===== src/rtl/pqg_pkg.sv =====
// ----------------------------------------------------------------------------
// pqg_pkg
// Shared types and constants of the postfix quadruple generator.
// ----------------------------------------------------------------------------
package pqg_pkg;

  localparam int unsigned StackDepthDef = 16;
  localparam int unsigned MaxTempsDef   = 64;

  localparam int unsigned SymW  = 8;
  localparam int unsigned OpndW = 10;
  localparam int unsigned KeyW  = SymW + 2 * OpndW;
  localparam int unsigned IdxW  = 8;

  localparam logic [1:0]      KindEmpty  = 2'd0;
  localparam logic [1:0]      KindLetter = 2'd1;
  localparam logic [1:0]      KindTemp   = 2'd2;
  localparam logic [SymW-1:0] AssignCode = 8'd61;

  typedef struct packed {
    logic            vld;
    logic            found;
    logic [IdxW-1:0] idx;
    logic [KeyW-1:0] key;
  } search_tok_t;

  typedef struct packed {
    logic            en;
    logic [IdxW-1:0] idx;
    logic [KeyW-1:0] key;
  } table_wr_t;

  function automatic logic is_letter(input logic [SymW-1:0] c);
    return ((c >= 8'd65) && (c <= 8'd90)) || ((c >= 8'd97) && (c <= 8'd122));
  endfunction

endpackage


===== src/rtl/postfix_quadruple_generator.sv =====
// ----------------------------------------------------------------------------
// postfix_quadruple_generator
// Postfix to quadruple rows with reuse of common subexpressions.
// ----------------------------------------------------------------------------
// Input channel: symbol_i / end_of_expression_i, taken when in_valid_i is high
// and in_stall_o is low. Output channel: up to two rows per transaction, taken when
// out_valid_o is high and out_stall_i is low; last_row_o marks the final row
// of an input transaction.
// A letter is pushed on the operand stack; with the end mark it is followed by
// an assignment row. An operator pops two operands, then its key walks the
// chain of MAX_TEMPS table cells, one cell per cycle, then the search result is
// captured and the row is issued; the next transaction is taken after that, or
// after the assignment row when the operator carries the end mark.
// One transaction is worked on at a time; the next is taken once all its
// rows are in the output register.
// A stalled receiver holds the output row and the block waits before issuing
// the next row. Reset empties the operand stack and the table at once.
// ----------------------------------------------------------------------------
module postfix_quadruple_generator #(
  parameter int unsigned STACK_DEPTH = pqg_pkg::StackDepthDef,
  parameter int unsigned MAX_TEMPS   = pqg_pkg::MaxTempsDef
) (
  input  logic       clk_i,
  input  logic       rst_ni,
  input  logic       in_valid_i,
  output logic       in_stall_o,
  input  logic [7:0] symbol_i,
  input  logic       end_of_expression_i,
  output logic       out_valid_o,
  input  logic       out_stall_i,
  output logic [7:0] row_operator_o,
  output logic       is_assignment_o,
  output logic [1:0] first_arg_kind_o,
  output logic [7:0] first_arg_value_o,
  output logic [1:0] second_arg_kind_o,
  output logic [7:0] second_arg_value_o,
  output logic [6:0] result_temp_o,
  output logic       stack_fault_o,
  output logic       table_full_o,
  output logic       last_row_o
);

  localparam int unsigned SpW  = $clog2(STACK_DEPTH + 1);
  localparam int unsigned SaW  = $clog2(STACK_DEPTH);
  localparam int unsigned TcW  = $clog2(MAX_TEMPS + 1);
  localparam int unsigned OW   = pqg_pkg::OpndW;
  localparam int unsigned IW   = pqg_pkg::IdxW;
  localparam logic [SpW-1:0] SpMax = SpW'(STACK_DEPTH);
  localparam logic [TcW-1:0] TcMax = TcW'(MAX_TEMPS);

  typedef enum logic [2:0] {
    StIdle,
    StPopR,
    StPopL,
    StSearch,
    StEmitOp,
    StEmitAsg
  } state_e;

  state_e               state_q;
  logic [SpW-1:0]       sp_q;
  logic [TcW-1:0]       tc_q;
  logic [OW-1:0]        stack_q [STACK_DEPTH];
  logic [7:0]           sym_q;
  logic                 end_q, pfault_q, sfault_q;
  logic [OW-1:0]        left_q, right_q;
  pqg_pkg::search_tok_t launch_q, res_tok, res_q;
  pqg_pkg::table_wr_t   twr;

  logic                 in_acc, out_free, emit_op, emit_asg;
  logic [OW-1:0]        top_val;
  logic                 sp_empty;
  logic [IW-1:0]        new_temp;
  logic [IW-1:0]        temp_fin;
  logic                 tfull;
  logic [OW-1:0]        pushed;
  logic                 push_en;
  logic [OW-1:0]        push_val;
  logic [SaW-1:0]       top_idx;

  logic [7:0]           row_op_q, a_val_q, b_val_q;
  logic [1:0]           a_kind_q, b_kind_q;
  logic [6:0]           rtemp_q;
  logic                 asg_q, rsf_q, rtf_q, last_q, ovld_q;

  assign in_stall_o = (state_q != StIdle);
  assign in_acc     = in_valid_i && !in_stall_o;
  assign out_free   = !ovld_q || !out_stall_i;
  assign emit_op    = (state_q == StEmitOp) && out_free;
  assign emit_asg   = (state_q == StEmitAsg) && out_free;

  assign sp_empty = (sp_q == '0);
  assign top_idx  = SaW'(sp_q - SpW'(1));
  assign top_val  = sp_empty ? '0 : stack_q[top_idx];

  assign new_temp = IW'(tc_q) + IW'(1);
  assign tfull    = !res_q.found && (tc_q >= TcMax);
  assign temp_fin = res_q.found ? res_q.idx : (tfull ? '0 : new_temp);
  assign pushed   = (temp_fin == '0) ? '0 : {pqg_pkg::KindTemp, temp_fin};

  assign twr.en  = emit_op && !res_q.found && !tfull;
  assign twr.idx = IW'(tc_q);
  assign twr.key = res_q.key;

  always_comb begin
    push_en  = 1'b0;
    push_val = pushed;
    if (in_acc && pqg_pkg::is_letter(symbol_i)) begin
      push_en  = 1'b1;
      push_val = {pqg_pkg::KindLetter, symbol_i};
    end else if (emit_op) begin
      push_en = 1'b1;
    end
  end

  always_ff @(posedge clk_i) begin
    if (push_en && (sp_q < SpMax)) begin
      stack_q[SaW'(sp_q)] <= push_val;
    end
  end

  pqg_table #(
    .MaxTemps(MAX_TEMPS)
  ) u_table (
    .clk_i  (clk_i),
    .rst_ni (rst_ni),
    .tok_i  (launch_q),
    .tok_o  (res_tok),
    .wr_i   (twr),
    .count_i(IW'(tc_q))
  );

  always_ff @(posedge clk_i or negedge rst_ni) begin
    if (!rst_ni) begin
      state_q  <= StIdle;
      sp_q     <= '0;
      tc_q     <= '0;
      ovld_q   <= 1'b0;
      launch_q <= '0;
      res_q    <= '0;
      sym_q    <= '0;
      end_q    <= 1'b0;
      pfault_q <= 1'b0;
      sfault_q <= 1'b0;
      left_q   <= '0;
      right_q  <= '0;
      row_op_q <= '0;
      asg_q    <= 1'b0;
      a_kind_q <= '0;
      a_val_q  <= '0;
      b_kind_q <= '0;
      b_val_q  <= '0;
      rtemp_q  <= '0;
      rsf_q    <= 1'b0;
      rtf_q    <= 1'b0;
      last_q   <= 1'b0;
    end else begin
      launch_q.vld <= (state_q == StPopL);
      if (emit_op || emit_asg) begin
        ovld_q <= 1'b1;
      end else if (!out_stall_i) begin
        ovld_q <= 1'b0;
      end
      case (state_q)
        StIdle: begin
          if (in_acc) begin
            sym_q    <= symbol_i;
            end_q    <= end_of_expression_i;
            pfault_q <= 1'b0;
            sfault_q <= 1'b0;
            if (pqg_pkg::is_letter(symbol_i)) begin
              if (sp_q < SpMax) begin
                sp_q <= sp_q + SpW'(1);
              end else begin
                pfault_q <= 1'b1;
              end
              if (end_of_expression_i) begin
                state_q <= StEmitAsg;
              end
            end else begin
              state_q <= StPopR;
            end
          end
        end
        StPopR: begin
          right_q <= top_val;
          if (sp_empty) begin
            sfault_q <= 1'b1;
          end else begin
            sp_q <= sp_q - SpW'(1);
          end
          state_q <= StPopL;
        end
        StPopL: begin
          left_q <= top_val;
          if (sp_empty) begin
            sfault_q <= 1'b1;
          end else begin
            sp_q <= sp_q - SpW'(1);
          end
          launch_q.found <= 1'b0;
          launch_q.idx   <= '0;
          launch_q.key   <= {sym_q, top_val, right_q};
          state_q        <= StSearch;
        end
        StSearch: begin
          if (res_tok.vld) begin
            res_q   <= res_tok;
            state_q <= StEmitOp;
          end
        end
        StEmitOp: begin
          if (out_free) begin
            row_op_q <= sym_q;
            asg_q    <= 1'b0;
            a_kind_q <= left_q[OW-1:8];
            a_val_q  <= left_q[7:0];
            b_kind_q <= right_q[OW-1:8];
            b_val_q  <= right_q[7:0];
            rtemp_q  <= temp_fin[6:0];
            rsf_q    <= sfault_q || (sp_q >= SpMax);
            rtf_q    <= tfull;
            last_q   <= !end_q;
            if (twr.en) begin
              tc_q <= tc_q + TcW'(1);
            end
            if (sp_q < SpMax) begin
              sp_q <= sp_q + SpW'(1);
            end
            state_q <= end_q ? StEmitAsg : StIdle;
          end
        end
        StEmitAsg: begin
          if (out_free) begin
            row_op_q <= pqg_pkg::AssignCode;
            asg_q    <= 1'b1;
            a_kind_q <= top_val[OW-1:8];
            a_val_q  <= top_val[7:0];
            b_kind_q <= pqg_pkg::KindEmpty;
            b_val_q  <= '0;
            rtemp_q  <= '0;
            rsf_q    <= pfault_q || sp_empty;
            rtf_q    <= 1'b0;
            last_q   <= 1'b1;
            sp_q     <= '0;
            tc_q     <= '0;
            state_q  <= StIdle;
          end
        end
        default: begin
          state_q <= StIdle;
        end
      endcase
    end
  end

  assign out_valid_o        = ovld_q;
  assign row_operator_o     = row_op_q;
  assign is_assignment_o    = asg_q;
  assign first_arg_kind_o   = a_kind_q;
  assign first_arg_value_o  = a_val_q;
  assign second_arg_kind_o  = b_kind_q;
  assign second_arg_value_o = b_val_q;
  assign result_temp_o      = rtemp_q;
  assign stack_fault_o      = rsf_q;
  assign table_full_o       = rtf_q;
  assign last_row_o         = last_q;

  a_sp_bound: assert property (@(posedge clk_i) disable iff (!rst_ni) sp_q <= SpMax)
    else $error("stack pointer beyond depth");
  a_tc_bound: assert property (@(posedge clk_i) disable iff (!rst_ni) tc_q <= TcMax)
    else $error("temporary count beyond table size");
  a_res_state: assert property (@(posedge clk_i) disable iff (!rst_ni)
    res_tok.vld |-> (state_q == StSearch))
    else $error("search result outside search");
  a_asg_clear: assert property (@(posedge clk_i) disable iff (!rst_ni)
    emit_asg |=> (sp_q == '0) && (tc_q == '0))
    else $error("state not cleared after assignment row");

endmodule


===== src/rtl/pqg_cell.sv =====
// ----------------------------------------------------------------------------
// pqg_cell
// One temporary table entry; compares the passing search token with its key.
// ----------------------------------------------------------------------------
module pqg_cell #(
  parameter int unsigned CellIdx = 0
) (
  input  logic                          clk_i,
  input  logic                          rst_ni,
  input  pqg_pkg::search_tok_t          tok_i,
  output pqg_pkg::search_tok_t          tok_o,
  input  pqg_pkg::table_wr_t            wr_i,
  input  logic [pqg_pkg::IdxW-1:0]      count_i
);

  localparam logic [pqg_pkg::IdxW-1:0] MyIdx  = pqg_pkg::IdxW'(CellIdx);
  localparam logic [pqg_pkg::IdxW-1:0] MyTemp = pqg_pkg::IdxW'(CellIdx + 1);

  logic [pqg_pkg::KeyW-1:0] entry_q;
  pqg_pkg::search_tok_t     tok_q, tok_d;
  logic                     hit;

  always_ff @(posedge clk_i) begin
    if (wr_i.en && (wr_i.idx == MyIdx)) begin
      entry_q <= wr_i.key;
    end
  end

  assign hit = tok_i.vld && !tok_i.found && (MyIdx < count_i) && (entry_q == tok_i.key);

  always_comb begin
    tok_d = tok_i;
    if (hit) begin
      tok_d.found = 1'b1;
      tok_d.idx   = MyTemp;
    end
  end

  always_ff @(posedge clk_i or negedge rst_ni) begin
    if (!rst_ni) begin
      tok_q <= '0;
    end else begin
      tok_q <= tok_d;
    end
  end

  assign tok_o = tok_q;

endmodule


===== src/rtl/pqg_table.sv =====
// ----------------------------------------------------------------------------
// pqg_table
// Chain of table cells; the search token advances one cell per cycle.
// ----------------------------------------------------------------------------
module pqg_table #(
  parameter int unsigned MaxTemps = pqg_pkg::MaxTempsDef
) (
  input  logic                     clk_i,
  input  logic                     rst_ni,
  input  pqg_pkg::search_tok_t     tok_i,
  output pqg_pkg::search_tok_t     tok_o,
  input  pqg_pkg::table_wr_t       wr_i,
  input  logic [pqg_pkg::IdxW-1:0] count_i
);

  pqg_pkg::search_tok_t chain [MaxTemps+1];

  assign chain[0] = tok_i;

  for (genvar g = 0; g < MaxTemps; g++) begin : g_cell
    pqg_cell #(
      .CellIdx(g)
    ) u_cell (
      .clk_i  (clk_i),
      .rst_ni (rst_ni),
      .tok_i  (chain[g]),
      .tok_o  (chain[g+1]),
      .wr_i   (wr_i),
      .count_i(count_i)
    );
  end

  assign tok_o = chain[MaxTemps];

endmodule


===== config.mk =====
export PLATFORM = sky130hd
export DESIGN_NAME = postfix_quadruple_generator
export DESIGN_NICKNAME = d
export VERILOG_FILES = /design/src/rtl/pqg_pkg.sv /design/src/rtl/postfix_quadruple_generator.sv /design/src/rtl/pqg_cell.sv /design/src/rtl/pqg_table.sv
export SDC_FILE = /design/constraint.sdc
export NUM_CORES = 2
export LEC_CHECK = 0
export ABC_AREA = 1
export BUFFER_PORTS_ARGS = -buffer_cell sky130_fd_sc_hd__buf_2
export CAP_MARGIN = 20
export CORE_MARGIN = 8
export CORE_UTILIZATION = 40
export CTS_CLUSTER_SIZE = 14
export DETAILED_ROUTE_END_ITERATION = 7
export MAX_ROUTING_LAYER = met4
export SKIP_LAST_GASP = 1
export SYNTH_ARGS = -nofsm -noshare
export SYNTH_HDL_FRONTEND = slang
export SYNTH_SLANG_ARGS = --single-unit

===== constraint.sdc =====
create_clock -name clk_i -period 4.85 [get_ports clk_i]
set_input_delay 0.485 -clock clk_i [delete_from_list [all_inputs] [get_ports clk_i]]
set_output_delay 0.485 -clock clk_i [all_outputs]
set_load 0.05 [all_outputs]

---- After elaboration in Yosys (flattened, before gate mapping) ----
Memories as Yosys holds them, arrays and structs flattened.
Cells that the tools add are included.
word-level totals
  register bits after elaboration ......... 4376
  memory bits (writable) .................. 160
  input port bits ......................... 13
  output and inout bits ................... 41
  word-level logic and storage cells ...... 1044
  memories kept ........................... 1
memories
  memory   depth  bits a word  rd ports  clocked after Yosys merged registers in  write ports  RTL line                           text
  stack_q  16     10           1         0                                        1            postfix_quadruple_generator.sv:63  logic [OW-1:0] stack_q [STACK_DEPTH];
operators by class
  add/subtract/negate cells ............... 4
  magnitude comparators ................... 71
  eq/ne operators ......................... 142
  muxes and demuxes ....................... 126
  reductions and logical operators ........ 355
operators by type and width
  operator                                                            number
  == test 28 bit                                                      64
  two-way mux 9 bit                                                   64
  logical AND 1 bit                                                   265
  == test 7 x 6 -> 1 bit (second input constant)                      32
  less-than comparator 6 x 7 -> 1 bit (first input constant)          32
  == test 7 x 5 -> 1 bit (second input constant)                      16
  less-than comparator 5 x 7 -> 1 bit (first input constant)          16
  logical NOT 1 bit                                                   69
  two-way mux 8 bit                                                   8
  == test 7 x 4 -> 1 bit (second input constant)                      8
  less-than comparator 4 x 7 -> 1 bit (first input constant)          8
  case mux 8 bit (2 select lines)                                     3
  two-way mux 10 bit                                                  3
  two-way mux 5 bit                                                   6
  == test 7 x 3 -> 1 bit (second input constant)                      4
  less-than comparator 3 x 7 -> 1 bit (first input constant)          4
  two-way mux 7 bit                                                   4
  case mux 7 bit (2 select lines)                                     2
  two-way mux 3 bit                                                   7
  case mux 5 bit (4 select lines)                                     1
  case mux 3 bit (6 select lines)                                     1
  greater-or-equal comparator 8 x 7 -> 1 bit (second input constant)  2
  less-or-equal comparator 8 x 7 -> 1 bit (second input constant)     2
  logical NOT 8 bit                                                   2
  33 further kinds                                                    75

---- Longest topological paths before layout ----
  depth in word-level cells ............... 8
  mapped depth ............................ 15
  mapped depth without buffers ............ 12

---- Worst setup path before layout ----
Ideal clock, no wire load.
  path kind ............................... register to register
  from .................................... register ovld_q (netlist: out_valid_o)
  to ...................................... register u_table.g_cell[3].u_cell.entry_q[0] in the netlist's numbering (enable)
  library setup time ...................... 0.484 ns
  data arrival time ....................... 4.043 ns
  required time ........................... 4.366 ns
  path slack .............................. 0.324 ns
  cell stages (with the launch flop) ...... 8
  path buffers ............................ 0
  clock period less this slack ............ 4.526 ns
  path through ............................ dfrtp_1 nand2_1 inv_1 nor2_4 inv_2 nor2_4 inv_2 nor4_1
on the way
  word-level cells in the longest chain between the ends .. 6
RTL lines
  what                            RTL line                            text
  start, declared                 postfix_quadruple_generator.sv:84   logic asg_q, rsf_q, rtf_q, last_q, ovld_q;
  start signal, assigned          postfix_quadruple_generator.sv:138  ovld_q <= 1'b0;
  start signal, assigned          postfix_quadruple_generator.sv:160  ovld_q <= 1'b1;
  start signal, assigned          postfix_quadruple_generator.sv:162  ovld_q <= 1'b0;
  logical NOT 1 bit               postfix_quadruple_generator.sv:88   assign out_free = !ovld_q || !out_stall_i;
  logical OR 1 bit                postfix_quadruple_generator.sv:88
  logical AND 1 bit               postfix_quadruple_generator.sv:89   assign emit_op = (state_q == StEmitOp) && out_free;
  logical AND 1 bit (2 in a row)  postfix_quadruple_generator.sv:101  assign twr.en = emit_op && !res_q.found && !tfull;
  logical AND 1 bit               pqg_cell.sv:24                      if (wr_i.en && (wr_i.idx == MyIdx)) begin
  end signal, assigned            pqg_cell.sv:25                      entry_q <= wr_i.key;
  end, declared                   pqg_cell.sv:19                      logic [pqg_pkg::KeyW-1:0] entry_q;
No other way between the ends.
A chain may end at the register's enable or synchronous reset.

---- Final worst setup path ----
  from .................................... register state_q[0]
  to ...................................... register u_table.g_cell[45].u_cell.entry_q[5] in the netlist's numbering (enable)
on the way
  word-level cells in the longest chain between the ends .. 5
RTL lines
  what                            RTL line                            text
  start, declared                 postfix_quadruple_generator.sv:60   state_e state_q;
  start signal, assigned          postfix_quadruple_generator.sv:135  state_q <= StIdle;
  start signal, assigned          postfix_quadruple_generator.sv:178  state_q <= StEmitAsg;
  start signal, assigned          postfix_quadruple_generator.sv:181  state_q <= StPopR;
  == test 3 bit                   postfix_quadruple_generator.sv:89
  logical AND 1 bit               postfix_quadruple_generator.sv:89
  logical AND 1 bit (2 in a row)  postfix_quadruple_generator.sv:101
  logical AND 1 bit               pqg_cell.sv:24
  end signal, assigned            pqg_cell.sv:25
  end, declared                   pqg_cell.sv:19
No other way between the ends.

==> metrics.yaml <==
status:
  status: "complete, no violations"
timing:
  fin_hold_ws_ns: 0.184
  maxSlewViolCount: 0
  timing.final.hold_violations: 0
  tightest_slew_ns: 1.24
  rsz0062_at_grt: "false"
  fmax_mhz: 251
  slew_headroom_pct: 16.6
  fin_tns_setup_ns: 0
  min_period_ns: 3.99
  setup_viol: 0
  clock_skew_ns: 0.0560
  period_share_pct: 82.3
setup_path:
  r2r_cells: 11
  start_kind: "register"
  cp_max_fo: 28
  rrSetupSlack_ns: 0.86
  regToRegEndpoint: "u_table.g_cell[45].u_cell.entry_q[5]"
  cp-end-kind: "register"
  cp.arrival_ns: 4.61
  critPathKind: "reg2reg"
  r2r_start: "state_q[0]"
  critical_path_required_ns: 5.47
floorplan:
  fp.dieW_um: 644
  ios: 54
  rows: 230
  coreArea_mm2: 0.393
  start_util_pct: 40.2
  chipHeight_um: 644
  die_area_mm2: 0.414
cts:
  clockRootBuffer: "clkbuf_16"
  cts_tree: "done"
  post-cts-setup-buffers: 0
  cts_buffer_depth: 4
  htree_levels: 5
  cts_made_buffers: 423
  cts_sinks: 4340
  holdBufCountCts: 13
  clock_latency_ns: 0.98
  clk_pin_slew_ns: 0.06
  cts_resized: 0
route:
  antenna_left: 0
  met3WireLength_um: 30300
  detail_route.wl_per_cell_um: 24.0
  route.detailed.drc: 0
  detail_route.wirelength_um: 455000
  firstDrtPassIters: 6
  drt_iter0_drc: 9927
  vias: 93600
  wl_met1_um: 194000
  wl_met2_um: 217000
  post_drt_via_cell_ratio: 4.93
  highest_layer: "met4"
global_routing:
  grt_overflow: 0
  antenna_found_initial: 51
  grt_pass1_wl_um: 652000
  grt_max_degree: 148
  grtUsageTotal_pct: 22.2
  grt_pass1_vias: 92300
synth:
  synth_edf_count: 1952
  synth_ff_type: "dfrtp_1"
  avgSynthCellArea_um2: 12.4
  ys_seq_area_share_pct: 75.1
  synth.distinct_cells: 50
  synth_cells: 12800
  ys_seq_elements: 4340
  postSynth.asyncResetShare_pct: 55.0
  yosysWarnings: 0
  synth_area_mm2: 0.158
power:
  leakage_nw: 79.3
  irDropWorstVdd_v: 0.000447
  power_density_mw_per_mm2: 530
flow_run:
  maxCapViolations: 0
finish:
  final_common_cell: "nand2_1"
  fin_area_mm2: 0.181
  multi_input_area_mm2: 0.0322
  final_cell_mix: "2552 x nand2_1, 2359 x dfrtp_1, 1952 x edfxtp_1"
  seqCellArea_mm2: 0.118
  synthToLayoutAreaGrowth_pct: 14.8
  final_nets: 13400
  drive_above_1_share_pct: 9.74
  fillers: 35000
place:
  hpwl_um: 302000
  dpl_cell_area_mm2: 0.166
  portBuffers: 53
  place_congestion: 0.897
min_path:
  hold_class: "in2async"
==> stage by stage <==
step / instances / setup WS [ns] / util [%] / power (W)
floorplan: 12800 / 0.324 / - / 0.0554
global placement: 18200 / 0.947 / 42.4 / 0.0628
detailed placement: 18200 / 0.918 / 42.4 / 0.0628
CTS: 19000 / 0.925 / 46.1 / 0.0964
global route: 19000 / 0.712 / 46.1 / 0.0997
finish: 19000 / 0.859 / 46.1 / 0.0959
==> metal layers <==
layer	global-route usage (%)	up-vias
li1	-	42500
met1	30.1	47000
met2	35.8	3373
met3	2.69	712
met4	6.10	0
met5	-	-
==> registers in the layout, summed over array words and instances, names as in the netlist, 2 cells and up <==
name / count
first_arg_value_o: 8
first_arg_kind_o: 2
stack_q: 160
second_arg_value_o: 8
u_table.g_cell.u_cell.entry_q: 1792
u_table.g_cell.u_cell.tok_o: 2247
launch_q: 20
state_q: 3
res_q: 36
result_temp_o: 7
row_operator_o: 8
right_q: 10
sp_q: 5
left_q: 9
second_arg_kind_o: 2
tc_q: 7
sym_q: 8
==> synth_stat cells (2+ instances only) <==
library cell / n / area share [%]
o22ai_1: 204 / 0.81
nor2_1: 1205 / 2.9
nor2_4: 4 / 0.029
nand3_2: 2 / 0.013
o21ai_0: 372 / 1.2
dfrtp_1: 2388 / 38
nor3b_1: 17 / 0.081
nand3b_1: 37 / 0.18
nand4_1: 296 / 1.2
o21bai_1: 13 / 0.062
o21a_1: 3 / 0.014
xor2_1: 308 / 1.7
a22oi_1: 5 / 0.024
o211ai_1: 8 / 0.038
a21oi_1: 40 / 0.13
inv_1: 1885 / 4.5
and2_0: 4 / 0.016
edfxtp_1: 1952 / 37
and2_1: 4 / 0.016
and3_1: 9 / 0.036
inv_2: 7 / 0.017
nor3_1: 214 / 0.68
o2111ai_1: 5 / 0.028
nor2_2: 6 / 0.024
nor4_1: 8 / 0.032
buf_2: 11 / 0.035
nand3_1: 397 / 1.3
nand2_1: 2555 / 6.1
nand2_2: 6 / 0.024
nand2b_1: 8 / 0.032
buf_4: 4 / 0.019
clkbuf_1: 43 / 0.10
clkinv_1: 2 / 0.0048
xnor2_1: 413 / 2.3
mux2_2: 32 / 0.23
ha_1: 8 / 0.063
buf_1: 6 / 0.014
or2_2: 261 / 1.0
==> cell families after synthesis <==
family	count (synthesis)	synth area share [%]
adders and majority gates	8	0.0635
DFF	4340	75.1
muxes	32	0.229
AOI/OAI and AO/OA	657	2.33
other	1	0.00238
and+or+nand+nor	5036	13.6
xor gates and xnor gates	721	4.01
buffers and inverters	1959	4.69
==> cell type report <==
cell class	count	area share, %
multi-input combinational	6470	17.8
tap	5220	3.61
sequential	4340	65.5
timing repair buffer	259	1.28
inverter	1894	3.93
antenna	19	0.0263
clock inverter	189	1.05
clock buffer	612	6.88
==> worst max-delay path: stages (launching register included) <==
cell and delay [ns]:
dfrtp_1 0.42, inv_1 0.36, nand3_1 0.22, nor2_4 0.11
buf_4 0.24, inv_2 0.12, nor2_4 0.44, inv_2 0.49
nor3_4 0.31, nand2_1 0.14, nor2_2 0.30, buf_4 0.44
==> power breakdown <==
part | switching (W) | total (W) | leakage, nW | internal (W)
Sequential | 0.00579 | 0.0493 | 49.5 | 0.0435
Combinational | 0.00858 | 0.0129 | 22.8 | 0.00436
Clock | 0.0142 | 0.0336 | 7.07 | 0.0194
==> worst max path at each step <==
| stage | startpoint | end | slack [ns] |
|---|---|---|---|
| floorplan | out_valid_o | u_table.g_cell[3].u_cell.entry_q[0] | 0.32 |
| global placement | state_q[0] | u_table.g_cell[45].u_cell.entry_q[3] | 0.95 |
| detailed placement | state_q[0] | u_table.g_cell[45].u_cell.entry_q[1] | 0.92 |
| CTS | state_q[0] | u_table.g_cell[45].u_cell.entry_q[11] | 0.92 |
| global route | state_q[0] | u_table.g_cell[45].u_cell.entry_q[11] | 0.71 |
| finish | state_q[0] | u_table.g_cell[45].u_cell.entry_q[5] | 0.86 |
(Power assumes the default switching activity.)
